`src/hdl/mcofifo_pkg.sv`:
```
// Package for the multichannel overwrite FIFO: field widths, reset values,
// parameter defaults and the action codes. No dependencies.
package mcofifo_pkg;

    localparam int ACTION_W = 2;
    localparam int CHAN_W   = 2;
    localparam int BYTE_W   = 8;
    localparam int DEPTH_W  = 5;

    localparam logic [DEPTH_W-1:0] DEPTH_RESET = 5'd16;

    localparam int CHAN_COUNT_DEF = 4;
    localparam int MAX_DEPTH_DEF  = 16;

    typedef enum logic [ACTION_W-1:0] {
        ACT_WRITE   = 2'd0,
        ACT_READ    = 2'd1,
        ACT_ADVANCE = 2'd2
    } t_action;

endpackage

```
`src/hdl/mcofifo_if.sv`:
```
// Valid/ready channel interfaces for the multichannel overwrite FIFO.
// Depends on mcofifo_pkg for the payload widths.
interface mcofifo_in_if;
    import mcofifo_pkg::*;

    logic                valid;
    logic                ready;
    logic [ACTION_W-1:0] action;
    logic [CHAN_W-1:0]   channel;
    logic [BYTE_W-1:0]   data_byte;

    modport source (output valid, output action, output channel, output data_byte,
                    input ready);
    modport sink   (input valid, input action, input channel, input data_byte,
                    output ready);
endinterface

interface mcofifo_out_if;
    import mcofifo_pkg::*;

    logic              valid;
    logic              ready;
    logic [BYTE_W-1:0] read_byte;
    logic              read_hit;
    logic              overflow_seen;
    logic [CHAN_W-1:0] current_chan;

    modport source (output valid, output read_byte, output read_hit,
                    output overflow_seen, output current_chan, input ready);
    modport sink   (input valid, input read_byte, input read_hit,
                    input overflow_seen, input current_chan, output ready);
endinterface

```
`src/hdl/multichannel_overwrite_fifo.sv`:
```
// Top level of the multichannel overwrite FIFO: per-channel byte rings in one
// shared memory. Depends on mcofifo_pkg and the interfaces in mcofifo_if.sv.
//
//   Port          Direction  Handshake      Carries
//   i_in          sink       valid/ready    action, channel, data_byte
//   o_out         source     valid/ready    read_byte, read_hit, overflow_seen,
//                                           current_chan
//   i_cfg_*       input      write enable   depth_in_use (no read-back)
//
// One word is accepted per cycle while the result side keeps taking results. A word
// waits in the input register and moves to the result register once that is free or
// being emptied; the synchronous read port of the byte memory sits between those two
// registers.
// Reset is synchronous and active low. It clears the ring pointers, the fill
// counts, the overflow flag and the round-robin counter; the byte memory is not
// cleared, since a read only reaches bytes that a write has stored.
// When the result is not taken, the input register holds and input ready drops.
module multichannel_overwrite_fifo #(
    parameter int CHAN_COUNT = mcofifo_pkg::CHAN_COUNT_DEF,
    parameter int MAX_DEPTH  = mcofifo_pkg::MAX_DEPTH_DEF
) (
    input  logic                             i_clk,
    input  logic                             i_rst_n,
    input  logic                             i_cfg_we,
    input  logic [mcofifo_pkg::DEPTH_W-1:0]  i_cfg_wdata,
    mcofifo_in_if.sink                       i_in,
    mcofifo_out_if.source                    o_out
);
    import mcofifo_pkg::*;

    // Channel index, ring slot, fill count and memory address widths.
    localparam int CHW     = (CHAN_COUNT > 1) ? $clog2(CHAN_COUNT) : 1;
    localparam int SW      = $clog2(MAX_DEPTH);
    localparam int FW      = $clog2(MAX_DEPTH + 1);
    localparam int LW      = (FW > DEPTH_W) ? FW : DEPTH_W;
    localparam int ENTRIES = CHAN_COUNT * MAX_DEPTH;
    localparam int AW      = (ENTRIES > 1) ? $clog2(ENTRIES) : 1;

    // Advance a ring slot, wrapping at the physical ring size.
    function automatic logic [SW-1:0] ring_next(input logic [SW-1:0] slot);
        logic [SW:0] sum;
        sum = {1'b0, slot} + (SW+1)'(1);
        return (sum >= (SW+1)'(MAX_DEPTH)) ? '0 : sum[SW-1:0];
    endfunction

    // Configuration register.
    logic [DEPTH_W-1:0] r_depth;

    // Input register.
    logic                r_a_valid;
    logic [ACTION_W-1:0] r_a_action;
    logic [CHAN_W-1:0]   r_a_chan;
    logic [BYTE_W-1:0]   r_a_data;

    // Result register. Overflow and current channel are read straight from the
    // state registers: they only change when a word moves into this stage.
    logic                r_b_valid;
    logic                r_b_hit;
    logic [BYTE_W-1:0]   r_mem_q;

    // Per-channel ring state and global flags.
    logic [SW-1:0]       r_wslot [CHAN_COUNT];
    logic [SW-1:0]       r_rslot [CHAN_COUNT];
    logic [FW-1:0]       r_fill  [CHAN_COUNT];
    logic                r_ovf;
    logic [CHW-1:0]      r_rr;

    // Byte store shared by all channels; channel c owns a block of MAX_DEPTH.
    logic [BYTE_W-1:0]   r_mem [ENTRIES];

    logic                adv;
    logic                chan_ok;
    logic [CHW-1:0]      ch;
    logic [SW-1:0]       cur_w;
    logic [SW-1:0]       cur_r;
    logic [FW-1:0]       cur_f;
    logic [LW-1:0]       limit;
    logic                full;
    logic                do_wr;
    logic                do_rd;
    logic                do_adv;
    logic [SW-1:0]       n_wslot;
    logic [SW-1:0]       n_rslot;
    logic [FW-1:0]       n_fill;
    logic                n_ovf;
    logic [CHW-1:0]      n_rr;
    logic [AW-1:0]       wr_addr;
    logic [AW-1:0]       rd_addr;

    // The input register moves on whenever the result register is free or is
    // being emptied in this cycle.
    assign adv        = r_a_valid && (!r_b_valid || o_out.ready);
    assign i_in.ready = !r_a_valid || adv;

    assign chan_ok = (int'(r_a_chan) < CHAN_COUNT);
    assign ch      = CHW'(r_a_chan);
    assign cur_w   = r_wslot[ch];
    assign cur_r   = r_rslot[ch];
    assign cur_f   = r_fill[ch];

    // A depth of zero behaves as one; anything above the ring size as the ring size.
    always_comb begin
        limit = LW'(r_depth);
        if (limit == '0) begin
            limit = LW'(1);
        end else if (limit > LW'(MAX_DEPTH)) begin
            limit = LW'(MAX_DEPTH);
        end
    end

    assign full = (LW'(cur_f) >= limit);

    always_comb begin
        do_wr  = 1'b0;
        do_rd  = 1'b0;
        do_adv = 1'b0;
        unique case (r_a_action)
            ACT_WRITE:   do_wr  = adv && chan_ok;
            ACT_READ:    do_rd  = adv && chan_ok && (cur_f != '0);
            ACT_ADVANCE: do_adv = adv;
            default:     ;
        endcase
    end

    // Next values for the addressed channel. A write into a full channel drops
    // the oldest byte by stepping the read slot, so the fill holds.
    always_comb begin
        n_wslot = cur_w;
        n_rslot = cur_r;
        n_fill  = cur_f;
        n_ovf   = r_ovf;
        if (do_wr) begin
            n_wslot = ring_next(cur_w);
            if (full) begin
                n_rslot = ring_next(cur_r);
                n_ovf   = 1'b1;
            end else begin
                n_fill = cur_f + FW'(1);
            end
        end else if (do_rd) begin
            n_rslot = ring_next(cur_r);
            n_fill  = cur_f - FW'(1);
        end
    end

    always_comb begin
        n_rr = r_rr;
        if (do_adv) begin
            n_rr = (int'(r_rr) + 1 >= CHAN_COUNT) ? '0 : r_rr + CHW'(1);
        end
    end

    assign wr_addr = AW'(int'(ch) * MAX_DEPTH + int'(cur_w));
    assign rd_addr = AW'(int'(ch) * MAX_DEPTH + int'(cur_r));

    always_ff @(posedge i_clk) begin
        if (!i_rst_n) begin
            r_depth <= DEPTH_RESET;
        end else if (i_cfg_we) begin
            r_depth <= i_cfg_wdata;
        end
    end

    always_ff @(posedge i_clk) begin
        if (!i_rst_n) begin
            r_a_valid <= 1'b0;
        end else if (i_in.valid && i_in.ready) begin
            r_a_valid <= 1'b1;
        end else if (adv) begin
            r_a_valid <= 1'b0;
        end
    end

    always_ff @(posedge i_clk) begin
        if (i_in.valid && i_in.ready) begin
            r_a_action <= i_in.action;
            r_a_chan   <= i_in.channel;
            r_a_data   <= i_in.data_byte;
        end
    end

    always_ff @(posedge i_clk) begin
        if (!i_rst_n) begin
            r_b_valid <= 1'b0;
            r_b_hit   <= 1'b0;
        end else if (adv) begin
            r_b_valid <= 1'b1;
            r_b_hit   <= do_rd;
        end else if (o_out.ready) begin
            r_b_valid <= 1'b0;
        end
    end

    always_ff @(posedge i_clk) begin
        if (!i_rst_n) begin
            for (int i = 0; i < CHAN_COUNT; i++) begin
                r_wslot[i] <= '0;
                r_rslot[i] <= '0;
                r_fill[i]  <= '0;
            end
            r_ovf <= 1'b0;
            r_rr  <= '0;
        end else begin
            if (adv && chan_ok) begin
                r_wslot[ch] <= n_wslot;
                r_rslot[ch] <= n_rslot;
                r_fill[ch]  <= n_fill;
            end
            r_ovf <= n_ovf;
            r_rr  <= n_rr;
        end
    end

    // Byte memory: one write port, one registered read port.
    always_ff @(posedge i_clk) begin
        if (do_wr) begin
            r_mem[wr_addr] <= r_a_data;
        end
        if (do_rd) begin
            r_mem_q <= r_mem[rd_addr];
        end
    end

    assign o_out.valid         = r_b_valid;
    assign o_out.read_hit      = r_b_hit;
    assign o_out.read_byte     = r_b_hit ? r_mem_q : '0;
    assign o_out.overflow_seen = r_ovf;
    assign o_out.current_chan  = CHAN_W'(r_rr);

    // The distance between the write and read slots must agree with the fill
    // count of every channel.
    for (genvar g = 0; g < CHAN_COUNT; g++) begin : g_chk
        logic [SW:0] occ;
        always_comb begin
            if (r_wslot[g] >= r_rslot[g]) begin
                occ = {1'b0, r_wslot[g]} - {1'b0, r_rslot[g]};
            end else begin
                occ = {1'b0, r_wslot[g]} + (SW+1)'(MAX_DEPTH) - {1'b0, r_rslot[g]};
            end
        end

        a_fill_matches_slots: assert property (@(posedge i_clk) disable iff (!i_rst_n)
            (r_fill[g] <= FW'(MAX_DEPTH)) &&
            (occ == ((r_fill[g] == FW'(MAX_DEPTH)) ? '0 : (SW+1)'(r_fill[g]))))
            else $error("fill count disagrees with ring slots");
    end

    a_overflow_sticky: assert property (@(posedge i_clk) disable iff (!i_rst_n)
        r_ovf |=> r_ovf)
        else $error("overflow flag cleared without reset");

    a_overflow_from_write: assert property (@(posedge i_clk) disable iff (!i_rst_n)
        $rose(r_ovf) |-> $past(do_wr && full))
        else $error("overflow flag set by something other than a full write");

    a_rr_in_range: assert property (@(posedge i_clk) disable iff (!i_rst_n)
        int'(r_rr) < CHAN_COUNT)
        else $error("round-robin channel out of range");

endmodule

```
`src/flat_wrapper.sv`:
```
// flat-port wrapper written by rule: the top's interface ports become plain ports
module multichannel_overwrite_fifo_flat import mcofifo_pkg::*;
#(
    parameter int CHAN_COUNT = mcofifo_pkg::CHAN_COUNT_DEF,
    parameter int MAX_DEPTH  = mcofifo_pkg::MAX_DEPTH_DEF
)
  (i_clk, i_rst_n, i_cfg_we, i_cfg_wdata, i_in_valid, i_in_action, i_in_channel, i_in_data_byte, i_in_ready, o_out_valid, o_out_read_byte, o_out_read_hit, o_out_overflow_seen, o_out_current_chan, o_out_ready);
  mcofifo_in_if i_in_i ();
  mcofifo_out_if o_out_i ();
  input  logic i_clk;
  input  logic i_rst_n;
  input  logic i_cfg_we;
  input  logic [mcofifo_pkg::DEPTH_W-1:0] i_cfg_wdata;
  input wire logic [$bits(i_in_i.valid)-1:0] i_in_valid;
  input wire logic [$bits(i_in_i.action)-1:0] i_in_action;
  input wire logic [$bits(i_in_i.channel)-1:0] i_in_channel;
  input wire logic [$bits(i_in_i.data_byte)-1:0] i_in_data_byte;
  output wire logic [$bits(i_in_i.ready)-1:0] i_in_ready;
  output wire logic [$bits(o_out_i.valid)-1:0] o_out_valid;
  output wire logic [$bits(o_out_i.read_byte)-1:0] o_out_read_byte;
  output wire logic [$bits(o_out_i.read_hit)-1:0] o_out_read_hit;
  output wire logic [$bits(o_out_i.overflow_seen)-1:0] o_out_overflow_seen;
  output wire logic [$bits(o_out_i.current_chan)-1:0] o_out_current_chan;
  input wire logic [$bits(o_out_i.ready)-1:0] o_out_ready;
  assign i_in_i.valid = i_in_valid;
  assign i_in_i.action = i_in_action;
  assign i_in_i.channel = i_in_channel;
  assign i_in_i.data_byte = i_in_data_byte;
  assign i_in_ready = i_in_i.ready;
  assign o_out_valid = o_out_i.valid;
  assign o_out_read_byte = o_out_i.read_byte;
  assign o_out_read_hit = o_out_i.read_hit;
  assign o_out_overflow_seen = o_out_i.overflow_seen;
  assign o_out_current_chan = o_out_i.current_chan;
  assign o_out_i.ready = o_out_ready;
  multichannel_overwrite_fifo #(.CHAN_COUNT(CHAN_COUNT), .MAX_DEPTH(MAX_DEPTH)) u_core (.i_clk(i_clk), .i_rst_n(i_rst_n), .i_cfg_we(i_cfg_we), .i_cfg_wdata(i_cfg_wdata), .i_in(i_in_i), .o_out(o_out_i));
endmodule
```
`config.mk`:
```
export PLATFORM = sky130hd
export DESIGN_NAME = multichannel_overwrite_fifo_flat
export DESIGN_NICKNAME = d
export VERILOG_FILES = /design/src/hdl/mcofifo_pkg.sv /design/src/hdl/mcofifo_if.sv /design/src/hdl/multichannel_overwrite_fifo.sv /design/src/flat_wrapper.sv
export SDC_FILE = /design/constraint.sdc
export NUM_CORES = 1
export LEC_CHECK = 0
export ABC_AREA = 0
export BUFFER_PORTS_ARGS = -buffer_cell sky130_fd_sc_hd__buf_2
export CAP_MARGIN = 20
export CORE_MARGIN = 2
export CORE_UTILIZATION = 30
export CTS_BUF_LIST = sky130_fd_sc_hd__clkbuf_2 sky130_fd_sc_hd__clkbuf_4 sky130_fd_sc_hd__clkbuf_8
export CTS_CLUSTER_SIZE = 10
export DETAILED_ROUTE_END_ITERATION = 7
export SETUP_SLACK_MARGIN = 0.2
export SLEW_MARGIN = 20
export SYNTH_ARGS = -nofsm -noshare
export SYNTH_HDL_FRONTEND = slang
export SYNTH_SLANG_ARGS = --single-unit
```
`constraint.sdc`:
```
create_clock -name i_clk -period 3.45 [get_ports i_clk]
set_clock_uncertainty 0.05 [all_clocks]
set_input_delay 0.5175 -clock i_clk [delete_from_list [all_inputs] [get_ports i_clk]]
set_output_delay 0.5175 -clock i_clk [all_outputs]
set_load 0.05 [all_outputs]
```
==> Word level (Yosys, flattened, before mapping) <==
Memory sizes are Yosys's and may differ from the RTL's. A register that Yosys moved wholly into a read port is not among the register bits.
Index checks and enable logic that the tools add are counted.
W data, S select, Z words.
{ "classes": {"eq_ne": 2, "n_reduce_logical": 16, "order_cmp": 5, "add_sub_neg": 8, "muxes": 38} }
{ "op_table": {"columns": ["operator", "n"], "rows": [
  ["$ge A32 B4 Y1 const B", 1],
  ["$mux W4", 8],
  ["$mux W5", 6],
  ["$mux W1", 16],
  ["$mux W2", 7],
  ["$add A6 B4 Y6", 2],
  ["$add A4 B1 Y5 const B", 2],
  ["$ge A5 B5 Y1 const B", 2],
  ["$mux W8", 1],
  ["$reduce_or A4 Y1", 2],
  ["$add A5 B1 Y5 const B", 1],
  ["$ge A5 B5 Y1", 1],
  ["$gt A5 B5 Y1 const B", 1],
  ["$logic_not A5 Y1", 1],
  ["$reduce_bool A5 Y1", 1],
  ["$reduce_or A5 Y1", 1],
  ["$sub A5 B1 Y5 const B", 1],
  ["$reduce_bool A2 Y1", 2],
  ["$add A2 B1 Y3 const B", 1],
  ["$logic_and A1 B1 Y1", 3],
  ["$add A2 B1 Y2 const B", 1],
  ["$eq A2 B1 Y1 const B", 1],
  ["$eq A2 B2 Y1 const B", 1],
  ["$logic_not A1 Y1", 2],
  ["3 further kinds", 4]
]} }
{ "totals": {"memories": 4, "wordCells": 82, "inputBits": 22, "regBits": 23, "ramBits": 564} }
{ "mem_list": {"columns": ["name", "depth", "width", "rd", "rd_clocked_by_memory_dff", "write_ports", "line", "text"], "rows": [
  ["u_core.r_mem", 64, 8, 1, 1, 1, "multichannel_overwrite_fifo.sv:69", "logic [BYTE_W-1:0] r_mem [ENTRIES];"],
  ["u_core.r_fill", 4, 5, 1, 1, 4, "multichannel_overwrite_fifo.sv:64", "logic [FW-1:0] r_fill [CHAN_COUNT];"],
  ["u_core.r_rslot", 4, 4, 1, 1, 4, "multichannel_overwrite_fifo.sv:63", "logic [SW-1:0] r_rslot [CHAN_COUNT];"],
  ["u_core.r_wslot", 4, 4, 1, 1, 4, "multichannel_overwrite_fifo.sv:62", "logic [SW-1:0] r_wslot [CHAN_COUNT];"]
]} }

==> Logic depth before layout (Yosys ltp) <==
{ "depth": {"depth_word": 8, "mapped_depth": 12, "depth_no_buf": 10} }

==> Worst setup path after synthesis <==
OpenSTA, ideal clock, no wires.
{ "synth_timing": {"path_type": "register to register", "startpoint": "reg (tool-made name)", "endpoint": "mem u_core.r_fill[3][4] (netlist bit), data pin", "t_arrival_ps": 2661, "required_time_ps": 3134, "path_buffers": 1, "path_stages_with_launch": 10, "path_slack_ps": 473, "cell_sequence": "dfxtp_1 buf_6 mux4_2 ha_1 a21o_1 a21o_1 a2111oi_0 a22oi_1 xor2_1 nor2_1"} }
{ "synth_rtl": {"columns": ["item", "line"], "rows": [
  ["end, declared", "multichannel_overwrite_fifo.sv:64"]
]} }

==> results.toml <==
[status]
status = "finished clean"

[setup_path]
critPathArrivalTime_ps = 3470
timing.rr.end = "u_core.r_rslot[3][0]$_DFFE_PP_"
r2r_slack_ps = 330
path_buf_inv = 1
critical_path.startpoint_type = "register"
path_delay_family = "multiplexers"
cp_slowest_stage_delay_ps = 560
reg2reg_depth = 9
required_ps = 3810
cp_max_fo = 5
crit_path_end_kind = "register"
crit_chain = "buf_4 > mux4_2 > ha_1 > nand4_1 > o21bai_2 > a21o_2 > a21o_1 > mux2i_2 > nor2_1"
cpMaxStageDelayCell = "mux4_2"
crit_type = "reg2reg"

[clock_tree]
cts_buffers = 97
clk_pin_slew_ps = 60
root_buffer = "clkbuf_8"
clk_path_buf_depth = 3
cts_tree = "yes"
clkSinkCount = 597
htreeDepth = 3
clock_latency_ps = 700

[worst_hold_path]
min_path_cells = 3
holdCritPathClass = "in2reg"
min_from = "i_cfg_wdata[0]"
worst_hold_path.endpoint = "u_core.r_depth[0]$_SDFFE_PN0P_"

[route]
wl_um = 60700
ant_nets = 0
drtIter0Drc = 1394
drc_errors = 0
wire_per_inst_um = 21.3
first_pass_iters = 7
route.vias.total = 14100
drt-vias-per-instance = 4.94

[synthesis]
synthTopCellsByArea = "edfxtp_1 72%, mux2i_1 8.3%, mux4_2 3.2%"
synth.largest_area_cell = "edfxtp_1"
yosysUniqueCellTypes = 55
yosys.area.top_type_share = 0.717
seq_area_frac_synth = 0.727
yosys_warnings = 0
synthArstFlopShare = 0
synth_enable_flop_cells = 584
synth-main-ff-cell = "edfxtp_1"
syn_area_per_cell_um2 = 16.1
synthCells = 1523
syn_area_mm2 = 0.0245
synth.net_count = 1556
ys_ff_latch = 597

[global_routing]
grt_max_degree = 83
grt_pass1_wl_um = 89600
grt_pass1_vias = 14100
antenna_found_initial = 2
grt.overflow.total = 0
track_usage = 0.144

[placed_design]
place.gp.congestion = 0.841
dp_hpwl_um = 37800
dp_cells = 2660
place_area_mm2 = 0.0266
port_buffers = 35

[finish]
postLayoutCoreUtil = 0.356
final_cells = 2852
nets = 1749
area_growth_pct = 17.4
nFillCells = 7614
postLayoutCellArea_mm2 = 0.0287
drive_gt1_frac = 0.220

[floorplan]
placement_rows = 104
dieArea_mm2 = 0.0838
die_h_um = 290
io-pin-count = 36
core-area_mm2 = 0.0807
initial_utilization = 0.303
fp.dieW_um = 290

[pwr]
clockPowerShare = 0.383
p_leak_nw = 9.68
switchingPower_mw = 3.78
p_int_mw = 11.9
p_per_area_mw_per_mm2 = 546
ir_drop_uv = 285
p_sw_frac = 0.241
p_total_mw = 15.7
seq_power_share = 0.514
combPwrFrac = 0.103

[timing]
fin_crit_sh = 0.903
rsz0062_at_grt = "yes"
worst_pin_slew_ps = 997
tns_ps = 0
period_minus_slack_ps = 3120
setup_viol = 0
maxClockFrequency_mhz = 321
maxSlewHeadroom = 0.333
finalHoldViolCount = 0
drv_slew = 0

[job]
maxCapViolCount = 0
==> registers in the layout, summed over array words and instances, names as in the netlist, named ones only <==
signal                      count
u_core.o_out.read_hit           1
u_core.r_mem                  512
u_core.r_wslot                 16
u_core.o_out.valid              1
u_core.ch                       2
u_core.r_mem_q                  8
u_core.r_a_data                 8
u_core.r_fill                  20
u_core.r_depth                  5
u_core.r_rslot                 16
u_core.o_out.overflow_seen      1
u_core.r_a_action               2
u_core.o_out.current_chan       2
u_core.r_a_valid                1
==> layer usage <==
| metal | share of wire | up-vias | track usage | wire, um |
|---|---|---|---|---|
| met5 | 0 | - | 0 | 0 |
| met1 | 0.43 | 7221 | 0.193 | 26300 |
| met3 | 0.070 | 95 | 0.0293 | 4270 |
| met2 | 0.47 | 488 | 0.231 | 28600 |
| li1 | - | 6296 | - | - |
| met4 | 0.024 | 0 | 0.0521 | 1450 |
==> cells in the final DEF, fill, tap and decap left out, types with 35 or more instances in the layout <==
master,instances
mux4_2,35
a21oi_1,46
clkbuf_4,42
buf_2,35
nor2_1,177
mux2i_1,202
buf_4,111
clkbuf_8,100
edfxtp_1,584
nand2_1,89
==> area by class of cell <==
cell class | instances | area (um^2) | area share
Antenna cell | 2 | 5.00 | 0.000174
Tap cell | 1060 | 1330 | 0.0462
Sequential cell | 597 | 17800 | 0.620
Clock inverter | 31 | 206 | 0.00719
Clock buffer | 142 | 1690 | 0.0589
Inverter | 14 | 62.6 | 0.00218
Multi-Input combinational cell | 833 | 6240 | 0.217
Timing Repair Buffer | 173 | 1380 | 0.0480
==> per-stage QoR <==
step	setup WS (ps)	hold WS (ps)
floorplan	473	411
global route	150	52.7
CTS	161	19.5
finish	334	67.7
detailed placement	109	437
global placement	161	410
==> how the worst max path moves through the flow <==
stage               startpoint  depth (start not counted)                                 end  slack (ps)
floorplan             register                          9       u_core.r_fill[3][4]$_DFFE_PP_         470
global placement      register                         10       u_core.r_fill[3][4]$_DFFE_PP_         160
detailed placement    register                         10       u_core.r_fill[3][4]$_DFFE_PP_         110
CTS                   register                          9  u_core.r_rslot[2][0]$_SDFFCE_PN0P_         160
global route          register                          9      u_core.r_rslot[3][0]$_DFFE_PP_         150
finish                register                          9      u_core.r_rslot[3][0]$_DFFE_PP_         330
==> power groups by stage <==
stage,combinational [mW],sequential (mW),clock (mW)
global placement,1.57,8.20,0
detailed placement,1.59,8.21,0
finish,1.62,8.06,6.01
global route,1.73,8.06,6.48
CTS,1.61,8.06,6.14
floorplan,0.988,8.25,0
==> repair_timing <==
action                                  in CTS  in global routing
gates resized for setup                      2                 10
hold buffers                                17                  0
pin swaps                                    0                  1
endpoints found under the setup margin       4                 32
endpoints found under the hold margin       17                  0
setup buffers                                0                  0
==> worst min-delay path, delay by kind of cell <==
family / cells / cell delay, ps
muxes: 1 / 60
buffers and inverters: 1 / 80
and+or+nand+nor: 1 / 100
==> cell usage after synthesis, types with 3 or more instances <==
cell type and count:
buf_2 16, mux2i_1 204, buf_6 3, a311o_1 4, and2_1 15, a21oi_1 47
inv_1 12, o22ai_1 3, clkbuf_1 29, a211oi_1 16, o21ai_0 26, nand2_1 89
nand3_1 22, ha_1 11, nor2b_1 15, mux2_2 26, nor3b_1 5, and3_1 3
o2111ai_1 10, dfxtp_1 13, nand4_1 11, mux4_2 35, buf_1 5, a21o_1 8
nand2b_1 10, o221ai_1 3, nor2_1 178, a32oi_1 6, buf_4 26, a22oi_1 16
edfxtp_1 584, or3_1 3, and4_1 6, nor3_1 13, o211ai_1 22
==> cells by family (layout without fill, tap and decap cells) <==
group	Yosys count	in the layout	share of synthesized area
AO/OA/AOI/OAI	176	176	0.0484
XOR/XNOR	4	4	0.00143
adder cells (fa/ha/maj)	11	11	0.00563
buffers and inverters	93	360	0.0200
flip-flops	597	597	0.727
multiplexers	265	265	0.128
other	0	2	0
AND/OR/NAND/NOR	377	377	0.0694
No activity file was read; power rests on OpenSTA's default activity.
